$ cat config.mk
export PLATFORM = sky130hd
export DESIGN_NAME = key_to_led_color_mapper_unit_flat
export DESIGN_NICKNAME = d
export VERILOG_FILES = /design/src/hw/rtl/kled_pkg.sv /design/src/hw/rtl/kled_if.sv /design/src/hw/rtl/kled_key_stage.sv /design/src/hw/rtl/kled_expander.sv /design/src/hw/rtl/key_to_led_color_mapper_unit.sv /design/src/flat_wrapper.sv
export SDC_FILE = /design/constraint.sdc
export NUM_CORES = 1
export LEC_CHECK = 0
export BUFFER_PORTS_ARGS = -buffer_cell sky130_fd_sc_hd__buf_4
export CELL_PAD_IN_SITES_DETAIL_PLACEMENT = 1
export CELL_PAD_IN_SITES_GLOBAL_PLACEMENT = 1
export CORE_MARGIN = 1
export CORE_UTILIZATION = 45
export DETAILED_ROUTE_END_ITERATION = 10
export HOLD_SLACK_MARGIN = 0.03
export PLACE_DENSITY_LB_ADDON = 0.1
export SETUP_SLACK_MARGIN = 0.2
export SYNTH_ARGS = -nofsm -noshare
export SYNTH_HDL_FRONTEND = slang
export SYNTH_SLANG_ARGS = --single-unit
$ cat constraint.sdc
create_clock -name clk_i -period 18.7 [get_ports clk_i]
set_clock_uncertainty 0.15 [all_clocks]
set_input_delay 0.935 -clock clk_i [delete_from_list [all_inputs] [get_ports clk_i]]
set_output_delay 0.935 -clock clk_i [all_outputs]
set_load 0.02 [all_outputs]
$ cat src/hw/rtl/kled_pkg.sv
// kled_pkg: constants, lookup tables and shared types of the key to led colour mapper
// no dependencies; imported by kled_key_stage, kled_expander and key_to_led_color_mapper_unit

package kled_pkg;

  // table markers and limits
  localparam logic [7:0] NoLed      = 8'hff;
  localparam logic [7:0] MultiBase  = 8'he0;
  localparam int         RowLimit   = 10;
  localparam int         ColLimit   = 14;
  localparam int         HighLimit  = 9;
  localparam int         WordOffset = 7;
  localparam int         MaxWrites  = 4;
  localparam int         MultiLen   = 14;

  // channel order across buffer pages 0, 1 and 2
  typedef enum logic [1:0] {
    ORD_RGB,
    ORD_BRG,
    ORD_GBR
  } chan_order_e;

  // led code per key, rows 1 to 9 and columns 0 to 13
  localparam logic [7:0] KeyCode [9][14] = '{
    '{8'h40, 8'h42, 8'h46, 8'h44, 8'h43, 8'h45, 8'h38,
      8'h37, 8'h39, 8'h3e, 8'h33, 8'h3a, 8'h3d, 8'h3b},
    '{8'h4e, 8'h4f, 8'h48, 8'h4a, 8'h49, 8'h47, 8'h4b,
      8'h36, 8'h34, 8'h35, 8'h32, 8'h31, 8'h2b, 8'h3f},
    '{8'h51, 8'h4d, 8'h55, 8'h4c, 8'h52, 8'h54, 8'h53,
      8'h13, 8'h15, 8'h14, 8'h12, 8'h16, 8'h17, 8'h18},
    '{8'h50, 8'h5f, 8'h57, 8'h59, 8'h58, 8'h56, 8'h5a,
      8'h11, 8'h1d, 8'h1f, 8'h10, 8'h1c, 8'h1e, 8'h2f},
    '{8'h74, 8'h5e, 8'h76, 8'h5c, 8'h75, 8'h60, 8'h5d,
      8'h61, 8'h5b, 8'h62, 8'h64, 8'h1b, 8'h1a, 8'h19},
    '{8'h73, 8'h71, 8'h23, 8'h72, 8'h77, 8'h78, 8'h6e,
      8'h6b, 8'h64, 8'h6f, 8'h65, 8'h2e, 8'h63, 8'h66},
    '{8'h7e, 8'h70, 8'h7c, 8'h7f, 8'h7a, 8'h79, 8'h7b,
      8'h69, 8'h0e, 8'h0f, 8'h20, 8'h21, 8'h22, 8'h67},
    '{8'hff, 8'hff, 8'he3, 8'he0, 8'h7d, 8'h09, 8'h0b,
      8'h0a, 8'h0c, 8'h0d, 8'h00, 8'h03, 8'h2d, 8'h01},
    '{8'he9, 8'hff, 8'he6, 8'hff, 8'h80, 8'h81, 8'h08,
      8'h2c, 8'hff, 8'hff, 8'hff, 8'hff, 8'hff, 8'h02}
  };

  // runs of led codes for multi-led keys, each closed by an end marker
  localparam logic [7:0] MultiRun [14] = '{
    8'h8d, 8'h8b, 8'hff,
    8'h8e, 8'h8a, 8'hff,
    8'h8f, 8'h89, 8'hff,
    8'h85, 8'h86, 8'h88, 8'h87, 8'hff
  };

  // channel order per led, by high then low nibble
  function automatic chan_order_e chan_order_f(logic [3:0] hi, logic [3:0] lo);
    chan_order_e ord;
    unique case (hi)
      4'd0, 4'd8: ord = ORD_GBR;
      4'd1, 4'd5: ord = lo[3] ? ORD_BRG : ORD_RGB;
      4'd2: begin
        unique case (lo)
          4'd0, 4'd1, 4'd2, 4'd12, 4'd13: ord = ORD_GBR;
          4'd3, 4'd14, 4'd15:             ord = ORD_BRG;
          default:                        ord = ORD_RGB;
        endcase
      end
      4'd6:    ord = ORD_BRG;
      4'd7:    ord = lo[3] ? ORD_GBR : ORD_BRG;
      default: ord = ORD_RGB;
    endcase
    return ord;
  endfunction

  typedef logic [MaxWrites-1:0][7:0] code_list_t;

  // looked-up key passed from the key stage to the expander
  typedef struct packed {
    logic        valid;
    logic [7:0]  code;
    logic [15:0] red;
    logic [15:0] green;
    logic [15:0] blue;
  } key_stage_t;

endpackage

$ cat src/hw/rtl/kled_if.sv
// kled_key_if and kled_wr_if: valid/ready channels for key updates and buffer writes
// no dependencies

interface kled_key_if;
  logic        valid;
  logic        ready;
  logic [3:0]  key_row;
  logic [3:0]  key_col;
  logic [15:0] red;
  logic [15:0] green;
  logic [15:0] blue;

  modport source (output valid, key_row, key_col, red, green, blue, input ready);
  modport sink   (input valid, key_row, key_col, red, green, blue, output ready);
endinterface

interface kled_wr_if;
  logic        valid;
  logic        ready;
  logic [7:0]  word_index;
  logic [15:0] page0_value;
  logic [15:0] page1_value;
  logic [15:0] page2_value;
  logic        last_write;

  modport source (output valid, word_index, page0_value, page1_value, page2_value,
                  last_write, input ready);
  modport sink   (input valid, word_index, page0_value, page1_value, page2_value,
                  last_write, output ready);
endinterface

$ cat src/hw/rtl/kled_key_stage.sv
// kled_key_stage: takes a key transaction and reads its led code from the key rom
// depends on kled_pkg

module kled_key_stage
  import kled_pkg::*;
(
  input  logic        clk_i,
  input  logic        rst_ni,
  input  logic        valid_i,
  input  logic [3:0]  row_i,
  input  logic [3:0]  col_i,
  input  logic [15:0] red_i,
  input  logic [15:0] green_i,
  input  logic [15:0] blue_i,
  output logic        ready_o,
  input  logic        advance_i,
  output key_stage_t  stage_o
);

  logic        valid_q;
  logic [7:0]  code_q;
  logic [15:0] red_q, green_q, blue_q;
  logic        key_ok;
  logic [3:0]  row_idx;
  logic [7:0]  code_d;

  // key position check and rom address
  assign key_ok  = (row_i != 4'd0) && (row_i < 4'(RowLimit)) && (col_i < 4'(ColLimit));
  assign row_idx = row_i - 4'd1;
  assign code_d  = key_ok ? KeyCode[row_idx][col_i] : NoLed;

  assign ready_o = !valid_q || advance_i;

  // stage valid
  always_ff @(posedge clk_i or negedge rst_ni) begin
    if (!rst_ni) begin
      valid_q <= 1'b0;
    end else if (ready_o) begin
      valid_q <= valid_i;
    end
  end

  // registered rom read and colour capture
  always_ff @(posedge clk_i) begin
    if (valid_i && ready_o) begin
      code_q  <= code_d;
      red_q   <= red_i;
      green_q <= green_i;
      blue_q  <= blue_i;
    end
  end

  assign stage_o = '{valid: valid_q, code: code_q, red: red_q, green: green_q, blue: blue_q};

endmodule

$ cat src/hw/rtl/kled_expander.sv
// kled_expander: expands a led code or multi-led run into buffer writes, one per cycle while wr_ready_i is high
// depends on kled_pkg; drives the output register of the block

module kled_expander
  import kled_pkg::*;
(
  input  logic        clk_i,
  input  logic        rst_ni,
  input  key_stage_t  stage_i,
  output logic        take_o,
  output logic        wr_valid_o,
  input  logic        wr_ready_i,
  output logic [7:0]  word_index_o,
  output logic [15:0] page0_value_o,
  output logic [15:0] page1_value_o,
  output logic [15:0] page2_value_o,
  output logic        last_write_o
);

  code_list_t           list_d;
  logic [MaxWrites-1:0] load_mask;
  code_list_t           codes_q;
  logic [MaxWrites-1:0] mask_q, mask_d;
  logic                 exp_valid_q, exp_valid_d;
  logic [15:0]          red_q, green_q, blue_q;
  logic [MaxWrites-1:0] low_bit, remaining;
  logic [1:0]           sel;
  logic [7:0]           cur_code;
  logic [3:0]           cur_lo, cur_hi;
  chan_order_e          cur_ord;
  logic                 out_free, emit, exp_done, load;
  logic                 out_valid_q;
  logic [7:0]           word_index_q;
  logic [15:0]          page0_q, page1_q, page2_q;
  logic [15:0]          page0_d, page1_d, page2_d;
  logic                 last_q;

  // write list: the code itself below MultiBase, else walk the run table for a multi-led code, stop at the end marker
  always_comb begin
    logic [5:0] idx;
    logic       alive;
    logic       below_multi;
    below_multi = stage_i.code < MultiBase;
    alive       = 1'b1;
    for (int n = 0; n < MaxWrites; n++) begin
      idx = {1'b0, stage_i.code[4:0]} + 6'(n);
      if (below_multi) begin
        list_d[n]    = (n == 0) ? stage_i.code : NoLed;
        load_mask[n] = (n == 0) && (stage_i.code[7:4] < 4'(HighLimit));
      end else begin
        alive        = alive && (idx < 6'(MultiLen)) && (MultiRun[idx[3:0]] != NoLed);
        list_d[n]    = alive ? MultiRun[idx[3:0]] : NoLed;
        load_mask[n] = alive && (list_d[n][7:4] < 4'(HighLimit));
      end
    end
  end

  // pick the next pending write
  assign low_bit   = mask_q & (~mask_q + 4'd1);
  assign remaining = mask_q & ~low_bit;

  always_comb begin
    priority if (mask_q[0]) sel = 2'd0;
    else if (mask_q[1])     sel = 2'd1;
    else if (mask_q[2])     sel = 2'd2;
    else                    sel = 2'd3;
  end

  assign out_free = !out_valid_q || wr_ready_i;
  assign emit     = exp_valid_q && out_free;
  assign exp_done = emit && (remaining == '0);
  assign take_o   = !exp_valid_q || exp_done;
  assign load     = take_o && stage_i.valid && (load_mask != '0);

  // expander state, keys without writes are dropped here
  always_comb begin
    exp_valid_d = exp_valid_q;
    mask_d      = mask_q;
    if (take_o) begin
      exp_valid_d = load;
      mask_d      = load_mask;
    end else if (emit) begin
      mask_d      = remaining;
    end
  end

  always_ff @(posedge clk_i or negedge rst_ni) begin
    if (!rst_ni) begin
      exp_valid_q <= 1'b0;
      mask_q      <= '0;
    end else begin
      exp_valid_q <= exp_valid_d;
      mask_q      <= mask_d;
    end
  end

  always_ff @(posedge clk_i) begin
    if (load) begin
      codes_q <= list_d;
      red_q   <= stage_i.red;
      green_q <= stage_i.green;
      blue_q  <= stage_i.blue;
    end
  end

  // word index and channel permutation of the selected led
  assign cur_code = codes_q[sel];
  assign cur_lo   = cur_code[3:0];
  assign cur_hi   = cur_code[7:4];
  assign cur_ord  = chan_order_f(cur_hi, cur_lo);

  always_comb begin
    unique case (cur_ord)
      ORD_BRG: begin
        page0_d = blue_q;  page1_d = red_q;   page2_d = green_q;
      end
      ORD_GBR: begin
        page0_d = green_q; page1_d = blue_q;  page2_d = red_q;
      end
      default: begin
        page0_d = red_q;   page1_d = green_q; page2_d = blue_q;
      end
    endcase
  end

  // output register
  always_ff @(posedge clk_i or negedge rst_ni) begin
    if (!rst_ni) begin
      out_valid_q <= 1'b0;
    end else if (out_free) begin
      out_valid_q <= emit;
    end
  end

  always_ff @(posedge clk_i) begin
    if (emit) begin
      word_index_q <= {cur_lo, 4'h0} + {4'h0, cur_hi} + 8'(WordOffset);
      page0_q      <= page0_d;
      page1_q      <= page1_d;
      page2_q      <= page2_d;
      last_q       <= (remaining == '0);
    end
  end

  assign wr_valid_o    = out_valid_q;
  assign word_index_o  = word_index_q;
  assign page0_value_o = page0_q;
  assign page1_value_o = page1_q;
  assign page2_value_o = page2_q;
  assign last_write_o  = last_q;

endmodule

$ cat src/hw/rtl/key_to_led_color_mapper_unit.sv
// key_to_led_color_mapper_unit: top level of the key to led colour mapper
// depends on kled_pkg, kled_if, kled_key_stage and kled_expander
//
// Usage
//   key_i carries one key colour update per transaction: matrix row and column
//   and 16-bit red, green and blue values. wr_o carries frame-buffer write
//   transactions: word index, three permuted page values and last_write, which
//   marks the final write caused by a key. A key gives zero to four writes.
//   The first write of a key passes through the registered key rom read, the
//   expander register and the output register.
//   Throughput: one key per cycle for keys that map to one led, while wr_o.ready
//   is high; a multi-led key holds the expander until its last write, up to four,
//   and the input stalls meanwhile. Keys without a valid position or without an
//   led are dropped in the expander without writes.
//   Reset clears all valid flags; no write is pending after reset.
//   When wr_o.ready is low the output register holds its write, the expander
//   and key stage fill behind it and then key_i.ready drops.

module key_to_led_color_mapper_unit
  import kled_pkg::*;
(
  input  logic        clk_i,
  input  logic        rst_ni,
  kled_key_if.sink    key_i,
  kled_wr_if.source   wr_o
);

  key_stage_t stage;
  logic       take;

  kled_key_stage u_key_stage (
    .clk_i     (clk_i),
    .rst_ni    (rst_ni),
    .valid_i   (key_i.valid),
    .row_i     (key_i.key_row),
    .col_i     (key_i.key_col),
    .red_i     (key_i.red),
    .green_i   (key_i.green),
    .blue_i    (key_i.blue),
    .ready_o   (key_i.ready),
    .advance_i (take),
    .stage_o   (stage)
  );

  kled_expander u_expander (
    .clk_i         (clk_i),
    .rst_ni        (rst_ni),
    .stage_i       (stage),
    .take_o        (take),
    .wr_valid_o    (wr_o.valid),
    .wr_ready_i    (wr_o.ready),
    .word_index_o  (wr_o.word_index),
    .page0_value_o (wr_o.page0_value),
    .page1_value_o (wr_o.page1_value),
    .page2_value_o (wr_o.page2_value),
    .last_write_o  (wr_o.last_write)
  );

endmodule

$ cat src/flat_wrapper.sv
// flat-port wrapper written by rule: the top's interface ports become plain ports
module key_to_led_color_mapper_unit_flat import kled_pkg::*;
  (clk_i, rst_ni, key_i_valid, key_i_key_row, key_i_key_col, key_i_red, key_i_green, key_i_blue, key_i_ready, wr_o_valid, wr_o_word_index, wr_o_page0_value, wr_o_page1_value, wr_o_page2_value, wr_o_last_write, wr_o_ready);
  kled_key_if key_i_i ();
  kled_wr_if wr_o_i ();
  input  logic clk_i;
  input  logic rst_ni;
  input wire logic [$bits(key_i_i.valid)-1:0] key_i_valid;
  input wire logic [$bits(key_i_i.key_row)-1:0] key_i_key_row;
  input wire logic [$bits(key_i_i.key_col)-1:0] key_i_key_col;
  input wire logic [$bits(key_i_i.red)-1:0] key_i_red;
  input wire logic [$bits(key_i_i.green)-1:0] key_i_green;
  input wire logic [$bits(key_i_i.blue)-1:0] key_i_blue;
  output wire logic [$bits(key_i_i.ready)-1:0] key_i_ready;
  output wire logic [$bits(wr_o_i.valid)-1:0] wr_o_valid;
  output wire logic [$bits(wr_o_i.word_index)-1:0] wr_o_word_index;
  output wire logic [$bits(wr_o_i.page0_value)-1:0] wr_o_page0_value;
  output wire logic [$bits(wr_o_i.page1_value)-1:0] wr_o_page1_value;
  output wire logic [$bits(wr_o_i.page2_value)-1:0] wr_o_page2_value;
  output wire logic [$bits(wr_o_i.last_write)-1:0] wr_o_last_write;
  input wire logic [$bits(wr_o_i.ready)-1:0] wr_o_ready;
  assign key_i_i.valid = key_i_valid;
  assign key_i_i.key_row = key_i_key_row;
  assign key_i_i.key_col = key_i_key_col;
  assign key_i_i.red = key_i_red;
  assign key_i_i.green = key_i_green;
  assign key_i_i.blue = key_i_blue;
  assign key_i_ready = key_i_i.ready;
  assign wr_o_valid = wr_o_i.valid;
  assign wr_o_word_index = wr_o_i.word_index;
  assign wr_o_page0_value = wr_o_i.page0_value;
  assign wr_o_page1_value = wr_o_i.page1_value;
  assign wr_o_page2_value = wr_o_i.page2_value;
  assign wr_o_last_write = wr_o_i.last_write;
  assign wr_o_i.ready = wr_o_ready;
  key_to_led_color_mapper_unit u_core (.clk_i(clk_i), .rst_ni(rst_ni), .key_i(key_i_i), .wr_o(wr_o_i));
endmodule
==> impl_metrics.env, run 1 <==
export IMPL_die_y_um=151
export IMPL_fp_row_count=54
export IMPL_root_buffer="clkbuf_16"
export IMPL_cts_setup_buffers=0
export IMPL_setup_viol=0
export IMPL_cts_max_level=4
export IMPL_die_w_um=151
export IMPL_syn_nets=989
export IMPL_core_area_um2=21800
export IMPL_n_fill_cell=2318
export IMPL_final_nets=1062
export IMPL_pin_count=119
export IMPL_ir_drop_uv=65.9
export IMPL_via_per_inst=5.92
export IMPL_relSlewSlack=0.361
export IMPL_critical_path_slowest_cell="edfxtp_1"
export IMPL_cp_start_kind="flop"
export IMPL_synth_avg_cell_area_um2=11.1
export IMPL_synthCells=900
export IMPL_critical_path_max_stage_delay_ns=0.83
export IMPL_synth_edf_count=184
export IMPL_area_delta_synth_final_pct=16.4
export IMPL_r2r_start="u_core.u_key_stage.code_q[0]"
export IMPL_critPathKind="flop to flop"
export IMPL_remaining_drc_errors=0
export IMPL_min_period_ns=4.90
export IMPL_finalPower_mw=1.14
export IMPL_clk_latency_ns=0.43
export IMPL_pwr_density_cell_nw_per_um2=98.1
export IMPL_hold_viol_final=0
export IMPL_seq_area_um2=5700
export IMPL_place_hpwl_um=17900
export IMPL_grt_pass1_wl_um=40400
export IMPL_synth_seq_cells=191
export IMPL_max_freq_mhz=204
export IMPL_worstMarginPinSlew_ns=0.958
export IMPL_worstPathMaxFanout=71
export IMPL_ys_warn_count=0
export IMPL_start_util=0.458
export IMPL_arrival_ns=4.81
export IMPL_routedWlPerCell_um=20.4
export IMPL_place_congestion=0.885
export IMPL_io_buffers=118
export IMPL_gr_total_overflow=0
export IMPL_r2r_end="u_core.u_expander.green_q[11]"
export IMPL_antenna_found_initial=0
export IMPL_outcome="completed"
export IMPL_cts_repair_resized=0
export IMPL_grt_max_degree=97
export IMPL_multi_input_area_um2=3910
export IMPL_regToRegSetupSlack_ns=13.80
export IMPL_drt_pass1_iter_count=5
export IMPL_drive_gt1_frac=0.185
export IMPL_rsz0062_at_grt="false"
export IMPL_fin_crit_sh=0.262
export IMPL_synthFlopType="edfxtp_1"
export IMPL_ys_seq_area_frac=0.572
export IMPL_first_iter_violations=500
export IMPL_slew_viol_final=0
export IMPL_cts_sinks=191
export IMPL_hp_class="primary input to asynchronous set/reset pin"
export IMPL_cp_top_family="buffers and inverters"
export IMPL_tritoncts="yes"
export IMPL_endpoint_kind="flop"
export IMPL_die_area_um2=22800
export IMPL_tns_ns=0
export IMPL_drt_total_wl_um=25900
export IMPL_synthArstFlopShare=0.0366
export IMPL_leakage_nw=4.07
export IMPL_final_cell_mix="edfxtp_1 (184), buf_4 (125), nand2_1 (103), o21ai_0 (103), a22oi_1 (50)"
export IMPL_final_common_cell="edfxtp_1"
export IMPL_grt_usage=0.234
export IMPL_cp_buffers_inverters=2
export IMPL_hold_buffers=0
export IMPL_clkTransAtPathRegs_ns=0.08
export IMPL_grt_pass1_vias=7443
export IMPL_required_ns=18.60
export IMPL_numCtsBuffers=17
export IMPL_r2r_worst_path_cells=9
export IMPL_netlist_area_um2=9970
export IMPL_cp_cell_sequence="inv_1, ha_1, nor2_1, mux4_2, a41o_1, a21o_1, or4_4, a31oi_4, buf_4"
export IMPL_ys_types=70
export IMPL_vias=7501
export IMPL_ant_nets=0
export IMPL_clockBufferDepth=2
export IMPL_diodes=0
export IMPL_max_cap_viol_count=0
[per-stage QoR]
step / hold WS (ns) / instance area (um2) / setup WS (ns) / std cells / util
2_1_floorplan: 0.250 / 9970 / 11.55 / 900 / -
3_3_place_gp: 0.250 / 11000 / 13.94 / 1234 / 0.506
3_5_place_dp: 0.256 / 11000 / 13.83 / 1234 / 0.506
4_1_cts: 0.132 / 11600 / 13.83 / 1266 / 0.534
5_1_grt: 0.137 / 11600 / 13.50 / 1266 / 0.534
6_report: 0.150 / 11600 / 13.80 / 1266 / 0.534
[kinds of logic (layout without fill, tap and decap cells)]
| kind of cell | count (synthesis) | in the layout | share of synthesized area |
|---|---|---|---|
| buffers and inverters | 98 | 184 | 0.0393 |
| DFF | 191 | 191 | 0.572 |
| muxes | 21 | 21 | 0.0267 |
| xor gates and xnor gates | 14 | 14 | 0.0123 |
| adders and majority gates | 30 | 30 | 0.0374 |
| and+or+nand+nor | 240 | 240 | 0.112 |
| AOI/OAI and AO/OA | 306 | 306 | 0.200 |
[power by group]
part / switching, mW / internal (mW)
Clock: 0.178 / 0.183
Sequential: 0.0196 / 0.517
Combinational: 0.156 / 0.0862
[synth_stat cells, types with 5 or more instances]
library cell | number | area [um2]
nor2b_1 | 13 | 81.3
o2111ai_1 | 6 | 52.6
buf_2 | 8 | 40.0
mux2i_1 | 12 | 120
o21ai_0 | 103 | 515
nand3_1 | 16 | 80.1
mux2_2 | 5 | 56.3
a211oi_1 | 7 | 52.6
o22ai_1 | 5 | 31.3
clkbuf_1 | 56 | 210
nor3_1 | 15 | 75.1
edfxtp_1 | 184 | 5530
nor2_1 | 44 | 165
xnor2_1 | 12 | 105
buf_1 | 5 | 18.8
nor4_1 | 5 | 31.3
o311ai_0 | 5 | 43.8
or2_2 | 6 | 37.5
inv_1 | 23 | 86.3
a31oi_1 | 13 | 81.3
a21oi_1 | 38 | 190
and3_1 | 6 | 37.5
a221oi_1 | 6 | 52.6
o31ai_1 | 6 | 45.0
and2_1 | 9 | 56.3
dfrtp_1 | 7 | 175
nand2_1 | 103 | 387
a22oi_1 | 50 | 375
o211ai_1 | 12 | 90.1
ha_1 | 29 | 363
nand2b_1 | 10 | 62.6
[state kept, by name, indices dropped and copies added (netlist names)]
name	flops
u_core.u_expander.codes_q	23
u_core.u_key_stage.blue_q	16
u_core.u_key_stage.valid_q	1
u_core.u_expander.last_write_o	1
u_core.u_expander.green_q	16
u_core.u_expander.blue_q	16
u_core.u_expander.exp_valid_q	1
u_core.u_expander.red_q	16
u_core.u_key_stage.red_q	16
u_core.u_key_stage.code_q	8
u_core.u_expander.page2_value_o	16
u_core.u_key_stage.green_q	16
u_core.u_expander.word_index_o	8
u_core.u_expander.wr_valid_o	1
u_core.u_expander.page0_value_o	16
u_core.u_expander.page1_value_o	16
u_core.u_expander.mask_q	4
[worst max path at each step]
stage	start	end	slack, ns	cells after the start
finish	u_core.u_key_stage.code_q[0]	u_core.u_expander.green_q[11]	13.80	9
global route	u_core.u_key_stage.code_q[0]	u_core.u_expander.blue_q[8]	13.50	9
CTS	u_core.u_key_stage.code_q[0]	u_core.u_expander.red_q[1]	13.83	9
detailed placement	u_core.u_key_stage.code_q[0]	u_core.u_expander.blue_q[6]	13.83	9
global placement	u_core.u_key_stage.code_q[0]	u_core.u_expander.blue_q[6]	13.94	9
floorplan	u_core.u_key_stage.code_q[0]	u_core.u_expander.blue_q[0]	11.55	10
[layer usage]
metal,vias up,wire length [um],global-route usage
met3,30,979,0.0352
met5,-,0,0
met4,0,410,0.0695
met2,167,13100,0.398
met1,3723,11400,0.308
li1,3581,-,-
[area by class of cell]
class                           count  area share
Multi-Input combinational cell    611       0.336
Inverter                           27     0.00895
Sequential cell                   191       0.491
Clock buffer                       17      0.0366
Clock inverter                     15      0.0158
Timing Repair Buffer              125      0.0808
Tap cell                          280      0.0302
[worst register-to-register path: cells and delay by family, from the launching register on]
family | cells | cell delay (ns)
buffers and inverters | 2 | 1.04
and+or+nand+nor | 2 | 0.68
DFF | 1 | 0.83
AOI/OAI and AO/OA | 3 | 0.68
muxes | 1 | 0.46
adders and majority gates | 1 | 0.64
No activity file was read; power rests on OpenSTA's default activity.
==> inputs of run 2 (changes only) <==
Settings changed: ABC_AREA from default to 1, CORE_UTILIZATION 45 to 41.
Clock period 18.7 ns to 4.4 ns, I/O delays scaled along.
==> run 2 against run 1 <==
Register-to-register slack got worse by 13 ns. Fmax increased by 37%. Clock-buffer cell count did not move. Largest cell class unchanged. Global-route usage down 0.27 points. Sequential power grew to 5.1 times the previous value. Largest power group unchanged.
==> impl_metrics.env, run 2 <==
export IMPL_outcome="completed"
export IMPL_max_cap_viol_count=0
export IMPL_cts_sinks=191
export IMPL_io_buffers=118
export IMPL_synth_avg_cell_area_um2=9.44
export IMPL_hp_class="primary input to flop"
export IMPL_synthTopCellsByArea="edfxtp_1 (55%), nand2_1 (9.8%), o21ai_0 (5.3%)"
export IMPL_drive_gt1_frac=0.181
export IMPL_ir_drop_uv=302
export IMPL_cts_max_level=4
export IMPL_numCtsBuffers=17
export IMPL_tritoncts="yes"
export IMPL_ys_types=42
export IMPL_vias=8046
export IMPL_cts_repair_resized=0
export IMPL_antenna_found_initial=0
export IMPL_netlist_area_um2=9970
export IMPL_place_congestion=0.910
export IMPL_final_nets=1311
export IMPL_yosys_area_top_type="edfxtp_1"
export IMPL_grt_max_degree=62
export IMPL_syn_nets=1145
export IMPL_clk_latency_ns=0.43
export IMPL_drt_total_wl_um=27900
export IMPL_ys_seq_area_frac=0.572
export IMPL_slew_viol_final=0
export IMPL_place_hpwl_um=19700
export IMPL_first_iter_violations=525
export IMPL_fin_crit_sh=0.816
export IMPL_cts_setup_buffers=0
export IMPL_ant_nets=0
export IMPL_pin_count=119
export IMPL_worstPathMaxFanout=61
export IMPL_start_util=0.421
export IMPL_top_register="u_core.u_expander.codes_q"
export IMPL_core_area_um2=23700
export IMPL_gr_total_overflow=0
export IMPL_synthFlopType="edfxtp_1"
export IMPL_grt_usage=0.231
export IMPL_grt_pass1_vias=8192
export IMPL_synth_common_cells="nand2_1 (261), edfxtp_1 (184), inv_1 (115), o21ai_0 (105), nand3_1 (61)"
export IMPL_synth_edf_count=184
export IMPL_rsz0062_at_grt="false"
export IMPL_placed_area_um2=11200
export IMPL_die_w_um=158
export IMPL_required_ns=4.41
export IMPL_via_per_inst=5.18
export IMPL_final_cell_mix="nand2_1 (261), edfxtp_1 (184), buf_4 (131)"
export IMPL_largest_register_ffs=23
export IMPL_fp_row_count=56
export IMPL_synthCells=1056
export IMPL_remaining_drc_errors=0
export IMPL_root_buffer="clkbuf_16"
export IMPL_synth_seq_cells=191
export IMPL_synthArstFlopShare=0.0366
export IMPL_final_common_cell="nand2_1"
export IMPL_tns_ns=0
export IMPL_pwr_density_cell_nw_per_um2=528
export IMPL_die_y_um=158
export IMPL_die_area_um2=25000
export IMPL_worstMarginPinSlew_ns=1.14
export IMPL_drt_pass1_iter_count=5
export IMPL_clkTransAtPathRegs_ns=0.07
export IMPL_hold_viol_final=0
export IMPL_n_fill_cell=2735
export IMPL_ys_warn_count=0
export IMPL_clockBufferDepth=2
export IMPL_netlist_area_leader_share=0.554
export IMPL_grt_pass1_wl_um=44000
export IMPL_hold_buffers=53
export IMPL_area_delta_synth_final_pct=23.8
export IMPL_setup_viol=0
export IMPL_final_area_um2=12300
export IMPL_routedWlPerCell_um=17.9
export IMPL_min_period_ns=3.59
export IMPL_arrival_ns=3.60
export IMPL_critPathKind="flop to flop"
export IMPL_max_freq_mhz=279
export IMPL_synth_most_common_cell="nand2_1"
export IMPL_endpoint_kind="flop"
export IMPL_cp_start_kind="flop"
export IMPL_leakage_nw=5.05
export IMPL_relSlewSlack=0.235
==> run 2: cell families (layout without fill, tap and decap cells) <==
group,after synthesis,after routing,share of synthesized area
buf+inv,174,352,0.0684
simple gates,432,432,0.189
flops,191,191,0.572
other cells,0,1,0
fa+ha+maj,29,29,0.0364
compound gates,225,225,0.130
xor+xnor,5,5,0.00439
==> run 2: critical path: stages (launching register included) <==
cell     delay [ns]
dfrtp_1        0.49
nor2_4         0.25
nand2_1        0.20
nand2_1        0.12
o21ai_2        0.09
o21ai_2        0.11
inv_2          0.08
ha_1           0.21
nand3_1        0.14
nand2_1        0.08
nand3_1        0.10
nand3_2        0.10
ha_1           0.31
inv_2          0.40
buf_12         0.30
o21ai_0        0.15
==> run 2: power breakdown <==
part           leakage [nW]  switching [mW]  internal, mW
sequential             1.78           0.150          2.57
combinational          3.00            1.56         0.748
clock                 0.271           0.727         0.754
total                  5.05            2.44          4.08
==> run 2: layout make-up <==
class | instances | area [um2] | share of cell area
well taps | 319 | 399 | 0.0323
multi-input cells | 691 | 3610 | 0.292
clock buffers | 17 | 425 | 0.0345
diodes | 1 | 2.50 | 0.000203
repair buffers | 186 | 1550 | 0.126
flip-flops and latches | 191 | 5700 | 0.462
clock inverters | 14 | 146 | 0.0119
inverters | 135 | 507 | 0.0411
==> run 2: routing by layer <==
metal  vias to the layer above  routed length (um)  track usage
met2                       185               13600        0.390
met1                      3854               12600        0.307
li1                       3976                   -            -
met3                        31                1180       0.0361
met4                         0                 444       0.0650
met5                         -                   0            0
==> run 2: path summary, 6_finish.rpt <==
path                                                             to  cells past startpoint  slack (ns)                           start
worst min register to register        u_core.u_expander.green_q[15]                      0        0.26  u_core.u_key_stage.green_q[15]
max in group asynchronous              u_core.u_expander.wr_valid_o                      3        3.23                          rst_ni
worst min-delay path                   u_core.u_key_stage.code_q[1]                      3        0.17                key_i_key_col[2]
worst max register to register  u_core.u_expander.page0_value_o[15]                     15        0.81     u_core.u_expander.mask_q[0]
worst max-delay path            u_core.u_expander.page0_value_o[15]                     15        0.81     u_core.u_expander.mask_q[0]
min in group asynchronous               u_core.u_expander.mask_q[3]                      3        0.62                          rst_ni
==> run 2: metrics by stage <==
step | hold WS, ns | cells | worst slack (ns) | util | power, mW
6_report | 0.167 | 1554 | 0.812 | 0.521 | 6.52
5_1_grt | 0.190 | 1553 | 0.469 | 0.521 | 6.90
4_1_cts | 0.147 | 1553 | 0.808 | 0.521 | 6.56
3_5_place_dp | -0.111 | 1469 | 0.854 | 0.475 | 5.04
3_3_place_gp | -0.110 | 1469 | 1.02 | 0.475 | 4.96
2_1_floorplan | -0.226 | 1056 | 0.544 | - | 4.20
